$ cat config.mk
export PLATFORM = sky130hd
export DESIGN_NAME = serial_frame_deframer_unit
export DESIGN_NICKNAME = d
export VERILOG_FILES = /design/src/sv/sfd_pkg.sv /design/src/sv/sfd_dp.sv /design/src/sv/sfd_ctrl.sv /design/src/sv/serial_frame_deframer_unit.sv
export VERILOG_INCLUDE_DIRS = /design/src /design/src/sv
export SDC_FILE = /design/constraint.sdc
export NUM_CORES = 1
export LEC_CHECK = 0
export BUFFER_PORTS_ARGS = -buffer_cell sky130_fd_sc_hd__buf_2
export CORE_MARGIN = 8
export CORE_UTILIZATION = 53
export CTS_CLUSTER_SIZE = 24
export DETAILED_ROUTE_END_ITERATION = 10
export PLACE_DENSITY = 0.7
export SLEW_MARGIN = 5
export SYNTH_ARGS = -nofsm -noshare
export SYNTH_HDL_FRONTEND = slang
export SYNTH_SLANG_ARGS = --single-unit
$ cat constraint.sdc
create_clock -name clk -period 4.5 [get_ports clk]
set_input_delay 1.35 -clock clk [delete_from_list [all_inputs] [get_ports clk]]
set_output_delay 1.35 -clock clk [all_outputs]
set_load 0.05 [all_outputs]
$ cat src/sv/serial_frame_deframer_unit_assert.svh
// ---------------------------------------------------------------------------
// Serial frame deframer assertion macros
// Shared property forms for the deframer's concurrent checks.
// ---------------------------------------------------------------------------
`ifndef SERIAL_FRAME_DEFRAMER_UNIT_ASSERT_SVH
`define SERIAL_FRAME_DEFRAMER_UNIT_ASSERT_SVH

// The consequent must hold in the same cycle as the antecedent.
`define SFD_ASSERT_NOW(label, ante, cons) \
  label: assert property (@(posedge clk) disable iff (!rst_n) (ante) |-> (cons)) \
    else $error("deframer check failed");

// The consequent must hold in the cycle after the antecedent.
`define SFD_ASSERT_NEXT(label, ante, cons) \
  label: assert property (@(posedge clk) disable iff (!rst_n) (ante) |=> (cons)) \
    else $error("deframer check failed");

`endif

$ cat src/sv/sfd_pkg.sv
// ---------------------------------------------------------------------------
// Serial frame deframer package
// Constants, state type and controller/datapath interface structs.
// ---------------------------------------------------------------------------
package sfd_pkg;

  // Frame buffer depth, its fill counter width, and the count and index widths.
  localparam int MAX_FRAME     = 64;
  localparam int FILL_W        = $clog2(MAX_FRAME);
  localparam int CNT_W         = 8;
  localparam int IDX_OUT_W     = 6;

  // Special byte values and frame layout.
  localparam logic [7:0] SYNC_BYTE     = 8'hEF;
  localparam logic [7:0] END_BYTE      = 8'hFF;
  localparam int         PAYLOAD_START = 8;
  localparam int         LEN_OFFSET    = 5;

  // Controller states.
  typedef enum logic [1:0] {
    ST_IDLE,
    ST_READ,
    ST_SHOW
  } sfd_state_t;

  // Commands from the controller to the datapath.
  typedef struct packed {
    logic accept;
    logic rd_en;
    logic idx_inc;
  } sfd_cmd_t;

  // Status from the datapath to the controller.
  typedef struct packed {
    logic frame_end;
    logic empty;
    logic idx_last;
  } sfd_sts_t;

endpackage

$ cat src/sv/sfd_dp.sv
// ---------------------------------------------------------------------------
// Serial frame deframer datapath
// Frame buffer memory, fill counter, header registers and payload readout.
// ---------------------------------------------------------------------------
module sfd_dp (
  input  logic              clk,
  input  logic              rst_n,
  input  logic [7:0]        in_rx_byte,
  input  sfd_pkg::sfd_cmd_t cmd,
  output sfd_pkg::sfd_sts_t sts,
  output logic [7:0]        reserved_byte,
  output logic [7:0]        addr_first,
  output logic [7:0]        addr_second,
  output logic [7:0]        frame_length,
  output logic [7:0]        node_id,
  output logic [7:0]        device_id,
  output logic [7:0]        payload_byte,
  output logic [5:0]        payload_index,
  output logic              payload_valid,
  output logic              last
);
  import sfd_pkg::*;

  logic [7:0]        mem [MAX_FRAME];
  logic [FILL_W-1:0] fill_r, fill_nxt;
  logic [7:0]        last_byte_r;
  logic [7:0]        hdr2_r, hdr3_r, hdr4_r, hdr5_r, hdr6_r, hdr7_r;
  logic [CNT_W-1:0]  count_r, count_nxt;
  logic [CNT_W-1:0]  idx_r, idx_nxt;
  logic              empty_r, empty_nxt;
  logic [7:0]        rd_data_r;
  logic [FILL_W-1:0] rd_addr;
  logic              resync;
  logic              frame_end;
  logic [8:0]        fill_plus1;

  // Classify the incoming byte against the frame held so far.
  assign fill_plus1 = 9'(fill_r) + 9'd1;
  assign resync     = (in_rx_byte == SYNC_BYTE) && (fill_r != '0) &&
                      (last_byte_r == SYNC_BYTE);
  assign frame_end  = (fill_r > FILL_W'(LEN_OFFSET)) &&
                      (fill_plus1 == {1'b0, hdr5_r}) && (in_rx_byte == END_BYTE);

  // Next fill count, payload count and readout index.
  always_comb begin
    fill_nxt  = fill_r;
    count_nxt = count_r;
    empty_nxt = empty_r;
    idx_nxt   = idx_r;
    if (cmd.accept) begin
      if (resync) begin
        fill_nxt = FILL_W'(2);
      end else if (frame_end) begin
        fill_nxt = '0;
        idx_nxt  = '0;
        if (hdr5_r > 8'(PAYLOAD_START + 1)) begin
          count_nxt = hdr5_r - 8'(PAYLOAD_START + 1);
          empty_nxt = 1'b0;
        end else begin
          count_nxt = '0;
          empty_nxt = 1'b1;
        end
      end else if (fill_r == FILL_W'(MAX_FRAME - 1)) begin
        fill_nxt = '0;
      end else begin
        fill_nxt = fill_r + FILL_W'(1);
      end
    end else if (cmd.idx_inc) begin
      idx_nxt = idx_r + CNT_W'(1);
    end
  end

  // Control registers.
  always_ff @(posedge clk) begin
    if (!rst_n) begin
      fill_r  <= '0;
      idx_r   <= '0;
      count_r <= '0;
      empty_r <= 1'b0;
    end else begin
      fill_r  <= fill_nxt;
      idx_r   <= idx_nxt;
      count_r <= count_nxt;
      empty_r <= empty_nxt;
    end
  end

  // Last held byte and header bytes at offsets two to seven.
  always_ff @(posedge clk) begin
    if (cmd.accept && !resync) begin
      last_byte_r <= in_rx_byte;
      case (fill_r)
        FILL_W'(2): hdr2_r <= in_rx_byte;
        FILL_W'(3): hdr3_r <= in_rx_byte;
        FILL_W'(4): hdr4_r <= in_rx_byte;
        FILL_W'(5): hdr5_r <= in_rx_byte;
        FILL_W'(6): hdr6_r <= in_rx_byte;
        FILL_W'(7): hdr7_r <= in_rx_byte;
        default: ;
      endcase
    end else if (cmd.accept) begin
      last_byte_r <= SYNC_BYTE;
    end
  end

  // Frame buffer: one write port for received bytes, one registered read port.
  assign rd_addr = FILL_W'(PAYLOAD_START) + idx_r[FILL_W-1:0];

  always_ff @(posedge clk) begin
    if (cmd.accept && !resync && !frame_end) begin
      mem[fill_r] <= in_rx_byte;
    end
    if (cmd.rd_en) begin
      rd_data_r <= mem[rd_addr];
    end
  end

  // Status back to the controller.
  assign sts.frame_end = frame_end;
  assign sts.empty     = empty_r;
  assign sts.idx_last  = (idx_r + CNT_W'(1)) == count_r;

  // Result fields; offset seven is absent from a frame of length seven.
  assign reserved_byte = hdr2_r;
  assign addr_first    = hdr3_r;
  assign addr_second   = hdr4_r;
  assign frame_length  = hdr5_r;
  assign node_id       = hdr6_r;
  assign device_id     = (hdr5_r == 8'd7) ? 8'd0 : hdr7_r;
  assign payload_byte  = empty_r ? 8'd0 : rd_data_r;
  assign payload_index = empty_r ? '0 : idx_r[IDX_OUT_W-1:0];
  assign payload_valid = !empty_r;
  assign last          = empty_r || sts.idx_last;

endmodule

$ cat src/sv/sfd_ctrl.sv
// ---------------------------------------------------------------------------
// Serial frame deframer controller
// Sequences byte intake and the readout of a completed frame's payload.
// ---------------------------------------------------------------------------
module sfd_ctrl (
  input  logic              clk,
  input  logic              rst_n,
  input  logic              in_valid,
  output logic              in_ready,
  output logic              out_valid,
  input  logic              out_ready,
  input  sfd_pkg::sfd_sts_t sts,
  output sfd_pkg::sfd_cmd_t cmd
);
  import sfd_pkg::*;

  sfd_state_t state_r, state_nxt;

  // Next state. A completed frame always passes through a read cycle, as its
  // empty flag is only registered at the edge that takes the closing byte.
  always_comb begin
    state_nxt = state_r;
    unique case (state_r)
      ST_IDLE: begin
        if (in_valid && sts.frame_end) begin
          state_nxt = ST_READ;
        end
      end
      ST_READ: begin
        state_nxt = ST_SHOW;
      end
      ST_SHOW: begin
        if (out_ready) begin
          state_nxt = (sts.empty || sts.idx_last) ? ST_IDLE : ST_READ;
        end
      end
      default: state_nxt = ST_IDLE;
    endcase
  end

  // State register.
  always_ff @(posedge clk) begin
    if (!rst_n) begin
      state_r <= ST_IDLE;
    end else begin
      state_r <= state_nxt;
    end
  end

  // Outputs and commands.
  always_comb begin
    in_ready    = 1'b0;
    out_valid   = 1'b0;
    cmd.accept  = 1'b0;
    cmd.rd_en   = 1'b0;
    cmd.idx_inc = 1'b0;
    unique case (state_r)
      ST_IDLE: begin
        in_ready   = 1'b1;
        cmd.accept = in_valid;
      end
      ST_READ: begin
        cmd.rd_en = 1'b1;
      end
      ST_SHOW: begin
        out_valid   = 1'b1;
        cmd.idx_inc = out_ready && !sts.empty && !sts.idx_last;
      end
      default: ;
    endcase
  end

endmodule

$ cat src/sv/serial_frame_deframer_unit.sv
// ---------------------------------------------------------------------------
// Serial frame deframer
// Collects received serial bytes into frames and emits each payload byte.
// ---------------------------------------------------------------------------
// Bytes enter on the in_ channel, one item per byte. While no frame is being
// delivered, in_ready is high and an item is taken whenever in_valid is high. Two 0xEF
// bytes in a row restart the frame; a 0xFF byte at the position given by the
// length byte at offset 5 completes it.
// A completed frame gives one out_ item per payload byte (offsets 8 to
// length-2), each carrying the header fields, with out_last on the final one.
// A frame without payload gives a single item with out_payload_valid low.
// After the closing byte is taken, each result is first read from the frame
// buffer and then presented, as the buffer has a single read port. in_ready
// stays low until the last result of the frame has been taken.
// If out_ready stays low the current result is held and no byte is taken.
// A frame that fills the buffer without ending is dropped silently.
// Reset clears the fill count and returns to intake; the buffer keeps its
// contents, which are never read before being written.
// ---------------------------------------------------------------------------
module serial_frame_deframer_unit (
  input  logic       clk,
  input  logic       rst_n,
  input  logic       in_valid,
  output logic       in_ready,
  input  logic [7:0] in_rx_byte,
  output logic       out_valid,
  input  logic       out_ready,
  output logic [7:0] out_reserved_byte,
  output logic [7:0] out_addr_first,
  output logic [7:0] out_addr_second,
  output logic [7:0] out_frame_length,
  output logic [7:0] out_node_id,
  output logic [7:0] out_device_id,
  output logic [7:0] out_payload_byte,
  output logic [5:0] out_payload_index,
  output logic       out_payload_valid,
  output logic       out_last
);
  import sfd_pkg::*;

  sfd_cmd_t cmd;
  sfd_sts_t sts;

  // Controller.
  sfd_ctrl u_ctrl (
    .clk       (clk),
    .rst_n     (rst_n),
    .in_valid  (in_valid),
    .in_ready  (in_ready),
    .out_valid (out_valid),
    .out_ready (out_ready),
    .sts       (sts),
    .cmd       (cmd)
  );

  // Datapath.
  sfd_dp u_dp (
    .clk           (clk),
    .rst_n         (rst_n),
    .in_rx_byte    (in_rx_byte),
    .cmd           (cmd),
    .sts           (sts),
    .reserved_byte (out_reserved_byte),
    .addr_first    (out_addr_first),
    .addr_second   (out_addr_second),
    .frame_length  (out_frame_length),
    .node_id       (out_node_id),
    .device_id     (out_device_id),
    .payload_byte  (out_payload_byte),
    .payload_index (out_payload_index),
    .payload_valid (out_payload_valid),
    .last          (out_last)
  );

  // Checks on intake and readout sequencing.
`include "serial_frame_deframer_unit_assert.svh"

  `SFD_ASSERT_NOW(a_no_intake_while_showing, out_valid, !in_ready)
  `SFD_ASSERT_NOW(a_empty_is_last, out_valid && !out_payload_valid, out_last)
  `SFD_ASSERT_NEXT(a_intake_after_last, out_valid && out_ready && out_last, in_ready)

endmodule
# == Yosys cells after proc, flatten, opt, wreduce, memory -nomap -nowiden ==
# Memory sizes are Yosys's and may differ from the RTL's. A register that Yosys moved wholly into a read port is not among the register bits.
# Index checks and enable logic that the tools add are counted.
# totals
output_inout_bits,66
elab_cells,92
ff_bits,81
ram_bits,512
memories,1
inputBits,12
# mem_list
memory,depth,width,rd,rd_ports_with_merged_regs,write_ports,line,source
u_dp.mem,64,8,1,1,1,sfd_dp.sv:24,logic [7:0] mem [MAX_FRAME];
# op_classes
reduce_logical,27
n_bitwise,1
eq_ne,19
mux,25
add_sub_neg,5
order_cmp,2
# op_table
cell,n
8-bit 2-to-1 mux,9
6-bit by 3-bit equality test with 1-bit output (second input constant),4
8-bit equality test (second input constant),3
6-bit 2-to-1 mux,4
2-bit AND reduction,7
6-bit by 2-bit equality test with 1-bit output (second input constant),2
9-bit by 8-bit equality test with 1-bit output,1
1-bit logical AND,9
1-bit 2-to-1 mux,9
8-bit by 1-bit adder with 8-bit output (second input constant),1
8-bit by 3-bit equality test with 1-bit output (second input constant),1
8-bit equality test,1
8-bit by 4-bit > comparator with 1-bit output (second input constant),1
8-bit by 4-bit subtractor with 8-bit output (second input constant),1
6-bit by 1-bit adder with 7-bit output (second input constant),1
4-bit by 6-bit adder with 6-bit output (first input constant),1
6-bit by 1-bit adder with 6-bit output (second input constant),1
6-bit equality test (second input constant),1
6-bit by 3-bit > comparator with 1-bit output (second input constant),1
2-bit inequality test (second input constant),3
2-bit case mux with 3 select lines,1
3-bit AND reduction,2
6-bit nonzero test,1
1-bit zero test,4
8 further kinds,10

# == Depth between registers and ports, before layout ==
# depth
depth_word,8
depth_mapped,10
depth_no_buf,8

# == Modules after synthesis ==
# A second synthesis with hierarchy kept.
# hier_totals
cells_unflattened,1196
area_unflattened_um2,24013.0
# by_module_without_submodules
mod,n_inst,area_each_um2,seq_area_each_um2,cells_per_inst
sfd_dp,1,23882.9,17757.0,1181
sfd_ctrl,1,130.1,40.0,15

# == Worst setup path before layout ==
# OpenSTA, ideal clock, no wires.
# synth_path
path_type,reg2out
from,reg u_dp.idx_r[0]
to,out out_last
arrival_ns,2.465
path_buffers,3
stages_incl_launch_ff,8
t_required_ns,3.150
slack_ns,0.685
path_cell_list,dfxtp_1 -> buf_2 -> buf_6 -> buf_2 -> nand4_1 -> xnor2_1 -> o221ai_1 -> o21ai_0
# synth_between
elab_chain_cells,3
# synth_rtl
element,line,source
"start, declared",sfd_dp.sv:29,"logic [CNT_W-1:0] idx_r, idx_nxt;"
"start signal, assigned",sfd_dp.sv:82,idx_r <= idx_nxt;
8-bit by 1-bit adder with 8-bit output,sfd_dp.sv:121,assign sts.idx_last = (idx_r + CNT_W'(1)) == count_r;
8-bit equality test,sfd_dp.sv:121,
1-bit logical OR,sfd_dp.sv:133,assign last = empty_r || sts.idx_last;
"end, declared",serial_frame_deframer_unit.sv:37,output logic out_last
# Every way passes these cells.

# == Worst setup path in the final report ==
# layout_path
from,"reg u_dp.hdr5_r[6], in the netlist u_dp.frame_length[6]"
to,out out_device_id[2]
# layout_between
elab_chain_cells,2
# layout_rtl
element,line,source
"start, declared",sfd_dp.sv:27,"logic [7:0] hdr2_r, hdr3_r, hdr4_r, hdr5_r, hdr6_r, hdr7_r;"
"start signal, assigned",sfd_dp.sv:96,FILL_W'(5): hdr5_r <= in_rx_byte;
8-bit by 3-bit equality test with 1-bit output,sfd_dp.sv:129,assign device_id = (hdr5_r == 8'd7) ? 8'd0 : hdr7_r;
8-bit 2-to-1 mux,sfd_dp.sv:129,
"end, declared",serial_frame_deframer_unit.sv:33,"output logic [7:0] out_device_id,"
# Every way passes these cells.

==> out/summary.txt <==
Nets - 1,270
DRT iter0 DRCs - 1,276
Fmax - 246.6 MHz
Clock-pin slew on the worst setup and hold paths - 0.06 ns
Share of cells above drive strength 1 - 27.85%
Critical path class - reg -> out
Max-cap violation count - 0
Post-CTS sizing - 0
Initial core utilization - 53.59%
Port Buf Inserts - 77
# diodes - 0
Hold slack - 0.4678 ns
Net Sw Power - 2.239 mW
Worst Hold Class - reg -> reg
Internal power - 9.120 mW
Number of synthesized flops with an enable pin - 576
Sequential cell area - 17,810 µm²
Post-synthesis sequential area ratio - 75.10%
Worst-Skew Late Latency - 0.62 ns
Chip height - 227.5 µm
Area grow syn2layout - 12.77%
Setup bufs post-CTS - 0
Gr usage total - 21.06%
Worst-case clock buffer depth - 3
Peak VDD IR - 0.0003310 V
Fill cells - 3,095
Reg2reg setup slack - 0.76 ns
Main synth FF type - edfxtp_1
Unrepaired setup endpoints after global routing - false
Register share of total power - 54.2%
Sw Ratio - 19.71%
Root Buffer - clkbuf_16
Clk network pwr share - 43.8%
Worst-path fanout max - 8
Core area - 44,220 µm²
Max Slew Vio Count - 0
CTS buffer count - 58
Post-synthesis register bit count - 601
1st-pass router iterations - 5
CTS tree - built
Post-synth cell types - 48
# clock sinks - 601
Multiplexer share of the synthesized area - 16.10%
Status - complete, no violations
Synth Area in Adders - 0.5280%
Grt ovf - 0
Final period utilization - 90.13%
Pleak - 8.300 nW
Placed standard-cell area - 24,780 µm²
# IOs - 78
Worst EP arrival - 2.71 ns
Fraction of the mapped netlist area in simple logic gates - 4.810%
Area occupied by multi-input gates - 5589 µm²
DRC - 0
First-pass GRT wire length - 79,030 µm
Post-synthesis compound-gate area fraction - 1.299%
Top Family by Delay on Critical Path - simple AND/OR/NAND/NOR gates
Final Hold Vio Count - 0
Power density cells - 425.1 nW/µm²
Vias in the first global route - 11,680
Critical path's largest stage delay - 0.65 ns
WP buf/inv - 1
Pin count of the biggest net entering global routing - 75
Top cells by area, synth - edfxtp_1 (73%), mux4_2 (16%), dfxtp_1 (2.1%)
XOR/XNOR share of the synthesized area - 0.8500%
Endpoint type of the worst setup path - output port
Final wirelength - 53,320 µm
Slew HR - 39.64%
Hold Buf Count CTS - 0
Via density per instance - 6.129
H-Tree Depth - 2
Vias - 11,572
Worst-margin pin slew - 0.9029 ns
Worst-path cell chain - or4_1 -> nor3_1 -> nor2b_1 -> buf_2
Crit start category - register
Mapped Cells - 1,149
WP data required - 3.15 ns
Synthesized net count - 1,171
Final setup TNS - 0 ns
Post-synth ARST share - 0%
Die X-Extent - 227.5 µm
Combinational share of power - 2.0%
Post-Syn Area per Cell - 20.63 µm²
Slowest stage cell, crit path - nor3_1
Largest family of logic cells by synthesized area - multiplexers
Initial antenna violation count - 3
Mapped cell area - 23,700 µm²
Synth warn - 0
GP Congestion - 0.8359
ANT nets after route - 0
WL/cell - 28.24 µm
DP Wirelength - 32,210 µm
Yosys top cell by area - edfxtp_1
Design Area, Final - 26,720 µm²
Worst Skew - 0.02763 ns
Num rows - 77
Tmin final - 4.056 ns
# setup viols final - 0
Synth top area share - 72.98%
Die ar. - 51,740 µm²
[power groups by stage]
stage	Combinational (mW)	Clock, mW	Sequential, mW
floorplan	0.0614	0	6.29
global placement	0.226	0	6.28
detailed placement	0.231	0	6.28
CTS	0.231	5.03	6.16
global route	0.242	5.25	6.16
finish	0.228	4.97	6.16
[cell type report]
type                    instances  share of cell area [%]
flip-flops and latches        601                   66.63
multi-input cells             474                   20.91
clock buffers                  66                   5.543
well taps                     592                   2.772
repair buffers                102                   2.238
clock inverters                42                   1.751
inverters                      11                  0.1545
[per-stage QoR]
stage	utilization, %	setup WS (ns)	instances	power, mW
3_5_place_dp	56.03	0.2365	1780	6.511
3_3_place_gp	56.03	0.2821	1780	6.505
5_1_grt	60.43	0.2531	1888	11.65
4_1_cts	60.43	0.3834	1888	11.42
6_report	60.43	0.4441	1888	11.36
2_1_floorplan	-	0.6846	1149	6.351
[cell usage after synthesis, drive strengths merged, types with 10 or more instances]
library cell,count
xnor2,15
edfxtp,576
or3,11
nand2,28
nand3,17
mux4,168
dfxtp,25
buf,24
and3,10
nor2b,28
ha,10
o21ai,12
clkbuf,39
nand4,10
inv,11
a21oi,14
nor2,78
[layout by cell type (no fill, tap or decap), types with 14 or more instances in the layout]
| master | instances |
|---|---|
| dfxtp_1 | 22 |
| xnor2_1 | 15 |
| clkbuf_16 | 58 |
| buf_4 | 23 |
| nor2b_1 | 28 |
| buf_2 | 77 |
| a21oi_1 | 14 |
| clkinv_1 | 14 |
| edfxtp_1 | 576 |
| mux4_2 | 168 |
| nor2_1 | 78 |
| nand2_1 | 28 |
| nand3_1 | 17 |
[per-layer routing]
metal	vias up	share of wire, %	track usage [%]	wire, µm
met1	6082	42	29.57	22240
li1	4930	-	-	-
met2	463	48	33.19	25760
met5	-	0.049	0	26
met4	4	2.5	6.478	1319
met3	93	7.4	4.521	3971
[sequential cells by signal, indices dropped and copies added, names as in the netlist]
register and cells:
u_ctrl.state_r 2, u_dp.addr_first 8, u_dp.addr_second 8, u_dp.count_r 8, u_dp.empty_r 1, u_dp.fill_r 6, u_dp.frame_length 8, u_dp.hdr7_r 8
u_dp.idx_r 8, u_dp.last_byte_r 8, u_dp.mem 512, u_dp.node_id 8, u_dp.rd_data_r 8, u_dp.reserved_byte 8
[final timing paths]
kind | to | cells past startpoint | start
min | u_dp.count_r[6] | 2 | u_dp.count_r[6]
max reg2reg | u_dp.mem[19][1] | 8 | u_dp.fill_r[0]
min reg2reg | u_dp.count_r[6] | 2 | u_dp.count_r[6]
max | out_device_id[2] | 4 | u_dp.frame_length[6]
[kinds of logic (layout without fill, tap and decap cells)]
kind of cell,Yosys count,after routing
DFF,601,601
and+or+nand+nor,221,221
muxes,171,171
buffers and inverters,74,221
AOI/OAI and AO/OA,49,49
xor gates and xnor gates,23,23
adders and majority gates,10,10
[worst min-delay path, cell delays in order (launching register included)]
cell and delay [ns]:
dfxtp_1 0.32, nand2_1 0.06, a21oi_1 0.05
(Power assumes the default switching activity.)
